[config.mk]
export PLATFORM = sky130hd
export DESIGN_NAME = rau_ctrl
export DESIGN_NICKNAME = d
export VERILOG_FILES = /design/src/rtl/core/assert_macros.svh /design/src/rtl/core/rau_pkg.sv /design/src/rtl/core/rau_ctrl.sv
export SDC_FILE = /design/constraint.sdc
export NUM_CORES = 1
export LEC_CHECK = 0
export ABC_CLOCK_PERIOD_IN_PS = 3500
export BUFFER_PORTS_ARGS = -buffer_cell sky130_fd_sc_hd__buf_2
export CORE_AREA = 2 2 39 41
export CTS_BUF_LIST = sky130_fd_sc_hd__clkbuf_4
export DETAILED_ROUTE_END_ITERATION = 12
export DIE_AREA = 0 0 41 43
export PLACE_DENSITY = 0.68
export SLEW_MARGIN = 30
export SYNTH_ARGS = -nofsm -noshare
export SYNTH_HDL_FRONTEND = slang
export SYNTH_SLANG_ARGS = --single-unit
[constraint.sdc]
create_clock -name i_clk -period 3.5 [get_ports i_clk]
set_input_delay 0.875 -clock i_clk [delete_from_list [all_inputs] [get_ports i_clk]]
set_output_delay 0.875 -clock i_clk [all_outputs]
set_load 0.1 [all_outputs]
[src/rtl/core/assert_macros.svh]
// assertion macros shared by the rtl, compiled out when ASSERT_OFF is set
`ifndef ASSERT_MACROS_SVH
`define ASSERT_MACROS_SVH
`ifndef ASSERT_OFF
`define RAU_ASSERT(lbl, clk, rst_n, prop) \
    lbl: assert property (@(posedge clk) disable iff (!rst_n) (prop)) \
        else $error("rau assertion failed");
`define RAU_NEVER(lbl, clk, rst_n, expr) \
    lbl: assert property (@(posedge clk) disable iff (!rst_n) !(expr)) \
        else $error("rau forbidden condition seen");
`else
`define RAU_ASSERT(lbl, clk, rst_n, prop)
`define RAU_NEVER(lbl, clk, rst_n, expr)
`endif
`endif

[src/rtl/core/rau_pkg.sv]
package rau_pkg;

    localparam int WIDE     = 64;
    localparam int NUM_BITS = 32;
    localparam int DEN_BITS = 31;

    localparam logic [2:0] OP_LOAD = 3'd0;
    localparam logic [2:0] OP_ADD  = 3'd1;
    localparam logic [2:0] OP_INC  = 3'd2;
    localparam logic [2:0] OP_LT   = 3'd3;
    localparam logic [2:0] OP_EQ   = 3'd4;

    typedef enum logic [3:0] {
        CMD_NONE,
        CMD_LOAD_IN,
        CMD_SET_ONE,
        CMD_GCD_START,
        CMD_DIV_N_START,
        CMD_WR_N,
        CMD_WR_D,
        CMD_SAVE_OPND,
        CMD_MUL_A,
        CMD_MUL_B,
        CMD_MUL_C,
        CMD_WR_PROD_D,
        CMD_FINISH
    } t_cmd;

    typedef struct packed {
        logic       gcd_done;
        logic       div_done;
        logic       n_zero;
        logic       d_zero;
        logic [2:0] op;
        logic       out_free;
    } t_status;

endpackage

[src/rtl/core/rau_ctrl.sv]
module rau_ctrl (
    input  logic              i_clk,
    input  logic              i_rst_n,
    input  logic              i_in_valid,
    output logic              o_in_stall,
    input  rau_pkg::t_status  i_status,
    output rau_pkg::t_cmd     o_cmd
);
    import rau_pkg::*;

    typedef enum logic [3:0] {
        S_IDLE, S_CHK, S_GCD, S_DIVN, S_DIVD, S_OPND,
        S_M1, S_M2, S_M3, S_M4, S_FIN
    } t_state;

    t_state r_state;
    t_state n_state;
    t_state w_after;
    logic   r_second;
    logic   n_second;

    // second normalisation (of the sum) goes straight to the finish
    assign w_after = r_second ? S_FIN : S_OPND;

    always_comb begin
        n_state  = r_state;
        n_second = r_second;
        o_cmd    = CMD_NONE;
        unique case (r_state)
            S_IDLE: begin
                if (i_in_valid) begin
                    o_cmd    = CMD_LOAD_IN;
                    n_state  = S_CHK;
                    n_second = 1'b0;
                end
            end
            S_CHK: begin
                priority if (i_status.n_zero && i_status.d_zero) begin
                    n_state = w_after;
                end else if (i_status.d_zero) begin
                    o_cmd   = CMD_SET_ONE;
                    n_state = w_after;
                end else begin
                    o_cmd   = CMD_GCD_START;
                    n_state = S_GCD;
                end
            end
            S_GCD: begin
                if (i_status.gcd_done) begin
                    o_cmd   = CMD_DIV_N_START;
                    n_state = S_DIVN;
                end
            end
            S_DIVN: begin
                if (i_status.div_done) begin
                    o_cmd   = CMD_WR_N;
                    n_state = S_DIVD;
                end
            end
            S_DIVD: begin
                if (i_status.div_done) begin
                    o_cmd   = CMD_WR_D;
                    n_state = w_after;
                end
            end
            S_OPND: begin
                o_cmd   = CMD_SAVE_OPND;
                n_state = (i_status.op == OP_ADD || i_status.op == OP_LT) ? S_M1 : S_FIN;
            end
            S_M1: begin
                o_cmd   = CMD_MUL_A;
                n_state = S_M2;
            end
            S_M2: begin
                o_cmd   = CMD_MUL_B;
                n_state = (i_status.op == OP_LT) ? S_FIN : S_M3;
            end
            S_M3: begin
                o_cmd   = CMD_MUL_C;
                n_state = S_M4;
            end
            S_M4: begin
                o_cmd    = CMD_WR_PROD_D;
                n_second = 1'b1;
                n_state  = S_CHK;
            end
            S_FIN: begin
                if (i_status.out_free) begin
                    o_cmd   = CMD_FINISH;
                    n_state = S_IDLE;
                end
            end
            default: n_state = S_IDLE;
        endcase
    end

    always_ff @(posedge i_clk) begin
        if (!i_rst_n) begin
            r_state  <= S_IDLE;
            r_second <= 1'b0;
        end else begin
            r_state  <= n_state;
            r_second <= n_second;
        end
    end

    assign o_in_stall = r_state != S_IDLE;

endmodule

; ---- Yosys cells after proc, flatten, opt, wreduce, memory -nomap -nowiden
; Cells that the tools add are included.
[op_classes]
eq_ne = 17
muxes = 21
n_reduce_logical = 7
[op_table]
columns = operator, count
row1 = case mux 4 bit (11 select lines), 2
row2 = 2-to-1 mux 4 bit, 10
row3 = equality test 4 x 3 -> 1 bit (second input constant), 4
row4 = equality test 4 bit (second input constant), 3
row5 = != test 2 bit (second input constant), 5
row6 = 2-to-1 mux 3 bit, 3
row7 = equality test 4 x 2 -> 1 bit (second input constant), 2
row8 = AND reduction 5 bit, 1
row9 = equality test 4 x 1 -> 1 bit (second input constant), 1
row10 = logical NOT 4 bit, 1
row11 = 2-to-1 mux 2 bit, 2
row12 = nonzero test 4 bit, 1
row13 = equality test 3 x 1 -> 1 bit (second input constant), 1
row14 = equality test 3 x 2 -> 1 bit (second input constant), 1
row15 = 2-to-1 mux 1 bit, 3
row16 = case mux 1 bit (2 select lines), 1
row17 = AND reduction 2 bit, 1
row18 = nonzero test 2 bit, 1
row19 = logical AND 1 bit, 1
row20 = logical OR 1 bit, 1
[word_totals]
regBits = 5
input_bits = 11
output_inout_bits = 5
elab_cells = 47

; ---- Logic depth before layout (Yosys ltp)
[depth]
word_depth = 4
depth_mapped = 7
ltp_nobuf = 5

; ---- Least setup slack after synthesis
; No wires, ideal clock.
[synth_path]
kind = input to output
start = input port i_in_valid
end = output port o_cmd[0]
arrival_ns = 3.331
required_ns = 2.625
setup_slack_ns = -0.706
path_stages = 3
n_path_buf = 0
cell_sequence = nor4b_1 > a21oi_1 > o21ai_0
[synth_via]
elab_chain_cells = 2
[synth_lines]
columns = element, line_no
row1 = from (decl), rau_ctrl.sv:4  ; input logic i_in_valid,
row2 = 2-to-1 mux 1 bit, rau_ctrl.sv:31  ; if (i_in_valid) begin
row3 = case mux 4 bit (11 select lines), rau_ctrl.sv:29  ; unique case (r_state)
row4 = to (decl), rau_ctrl.sv:7  ; output rau_pkg::t_cmd o_cmd
; No other way between the ends.

; ---- Worst setup path in the final report
[layout_path]
start = register r_state[0]
end = output port o_cmd[2]
[layout_via]
elab_chain_cells = 2
elab_cells_between_ends = 12
cone_classes = 10 x eq/ne / 1 x mux / 1 x reduce/logical
[layout_lines]
columns = element, line_no
row1 = from (decl), rau_ctrl.sv:16  ; t_state r_state;
row2 = from (signal assigned), rau_ctrl.sv:102  ; r_state <= n_state;
row3 = equality test 4 bit (tied with other cells), rau_ctrl.sv:29
row4 = case mux 4 bit (11 select lines) *, rau_ctrl.sv:29
; Every way passes the cells marked *; elsewhere a longest branch is shown, timed or not.

==> impl_metrics.csv <==
group,metric,value,unit
cts,numClockSinks,5,
finish,drive_gt1_frac,0.255,
routing,wl_per_cell,12.4,um
finish,postLayoutCoreUtil,0.484,
placement,placed_cell_area,639,sq um
cts,clock_latency,0.23,ns
timing,finClkSkew,0.00119,ns
timing,fmax,0.344,GHz
routing,drc,0,
synth,synth-async-reset-ratio,0,
timing,whs,0.623,ns
cts,cts_setup_buffers,0,
status,status,"finished, final reports clean",
worst_setup_path,reg2regPathDepth,5,
grt,antenna_found_initial,0,
floorplanning,core_area,1380,sq um
timing,setup_violations,0,
worst_setup_path,worstPathMaxFanout,21,
synth,syn_nets,97,
power,power_density,658,nW/um^2
grt,grt_pass1_vias,585,
routing,ant_nets,0,
timing,rsz0062_at_grt,"no",
routing,drtIter0Drc,19,
floorplanning,io-pin-count,16,
timing,period_needed,2.91,ns
routing,dr.pass1.iters,4,
worst_setup_path,cp-end-kind,"output port",
power,clkPwrFrac,0.159,
grt,grt_overflow,0,
worst_setup_path,start_kind,"flip-flop",
worst_setup_path,r2r_end,"r_state[3]",
power,irDropWorstVdd,0.361,mV
floorplanning,rows,14,
timing,slew_headroom,0.563,
grt,grt_max_degree,22,
finish,diodes,0,
hold_path,holdCritPathClass,"reg -> reg",
placement,port_buffers,15,
floorplanning,die_x,41,um
grt,grt_pass1_wl,2330,um
finish,stdcell_area,669,sq um
timing,tns,0,ns
placement,place_hpwl,1020,um
power,p_comb_frac,0.610,
cts,clockBufferDepth,2,
power,internal-power,0.000188,W
synth,synth.distinct_cells,31,
grt,grt_use_total,0.182,
worst_setup_path,crit_end,"o_cmd[2]",
cts,hold_buffers,0,
floorplanning,die_height,43,um
synth,ys_ff_latch,5,
routing,routed_wl,1410,um
worst_setup_path,r2r_slack,1.65,ns
cts,cts_buffers,3,
synth,synthFlopType,"dfxtp_1",
synth,yosys.area.top_type,"dfxtp_1",
routing,via_per_inst,5.63,
cts,post_cts_resized,0,
worst_setup_path,crit_start,"r_state[0]",
placement,pre_cts_slack,0.606,ns
power,p_leak,0.286,nW
cts,cts.clk_slew.worst_paths,0.04,ns
cts,cts_tree,"yes",
timing,fin_crit_sh,0.831,
finish,num-nets-final,110,
power,p_sw,0.000253,W
flow_run,cap_violations,0,
synth,synth_area,576,sq um
placement,gp_congestion,0.800,
synth,yosysSeqAreaShare,0.174,
timing,fin_ws,0.593,ns
timing,finalHoldViolCount,0,
synth,avgSynthCellArea,6.69,sq um
power,seq_power_share,0.230,
worst_setup_path,r2r-start,"r_state[1]",
synth,netlist_instances,86,
synth,synth.most_common_cell,"nand2_1",
synth,synth_warnings,0,
timing,slew_violations,0,
worst_setup_path,cp.required,2.62,ns
synth,synth.top_cell.area_share,0.174,
floorplanning,start_util,0.416,
routing,vias,642,
synth,synth_area_leaders,"dfxtp_1 17%, nand2_1 8.5%, a21oi_1 6.1%",
floorplanning,die_area,1760,sq um
finish,syn_to_final_growth,16.3,%
synth,synth_edf_count,0,
worst_setup_path,path_class,"reg -> out",
cts,clock-root-buffer,"clkbuf_4",
power,swShare,0.574,
timing,worstMarginPinSlew,0.654,ns
cts,htree_levels,1,
synth,yosys-top-cells-count,"13 x nand2_1, 9 x nor2_1, 7 x a21oi_1",
worst_setup_path,crit_arrival,2.03,ns
## state kept, by name (all words and copies together) (netlist names)
register  flops
r_state       4
r_second      1
## layout by cell type, fill, tap and decap left out, drive strengths merged, types with 3 or more instances in the layout
cell type / netlist / final
o22ai: 3 / 3
o21ai: 6 / 6
nor2: 9 / 9
clkbuf: 2 / 4
nor3: 3 / 3
nand3: 4 / 4
buf: 6 / 16
nand2b: 4 / 4
nand2: 13 / 13
dfxtp: 5 / 5
a21oi: 7 / 7
## through the flow
| step | std cells | power, W |
|---|---|---|
| finish | 114 | 0.000440 |
| global route | 114 | 0.000469 |
| CTS | 114 | 0.000444 |
| global placement | 110 | 0.000368 |
| floorplan | 86 | 0.000337 |
| detailed placement | 110 | 0.000370 |
## cell type report
| cell class | instances | area, sq um |
|---|---|---|
| Clock buffer | 4 | 30.0 |
| Fill cell | 159 | 714 |
| Inverter | 2 | 7.51 |
| Multi-Input combinational cell | 71 | 429 |
| Sequential cell | 5 | 100 |
| Tap cell | 16 | 20.0 |
| Timing Repair Buffer | 16 | 82.6 |
## cell families (layout without fill, tap and decap cells)
group           after synthesis  in the layout  synth area share
compound gates               27             27             0.293
xor+xnor                      1              1            0.0152
buf+inv                      10             22             0.100
flops                         5              5             0.174
mux                           3              3            0.0543
simple gates                 40             40             0.363
## metal layers
metal | global-route usage | vias to the layer above | share of wire
met5 | 0 | - | 0
met4 | 0.0667 | 0 | 0.0071
met2 | 0.288 | 17 | 0.45
li1 | - | 332 | -
met3 | 0.0419 | 2 | 0.052
met1 | 0.229 | 291 | 0.49
## worst min path at each step
stage | start | to | slack, ns | cells after the start
final | r_second | r_second | 0.62 | 2
after global routing | r_second | r_second | 0.66 | 2
after global placement | r_second | r_second | 0.61 | 2
after CTS | r_second | r_second | 0.61 | 2
after detailed placement | r_second | r_second | 0.61 | 2
after floorplan | r_second | r_second | 0.54 | 2
## power by group through the flow
stage,logic [W],registers (W),clock network [W]
after global placement,0.000266,0.000102,0
after global routing,0.000288,0.000105,0.0000760
after floorplan,0.000269,0.0000684,0
after CTS,0.000269,0.000101,0.0000738
after detailed placement,0.000268,0.000102,0
final,0.000269,0.000102,0.0000701
## worst max-delay path, stage by stage (launching register included)
cell and delay, ns:
dfxtp_1 0.73, o21ai_0 0.29, o22ai_1 0.18, nand2_1 0.09
o31ai_2 0.06, buf_2 0.45
Power figures use the tool's default switching activity.
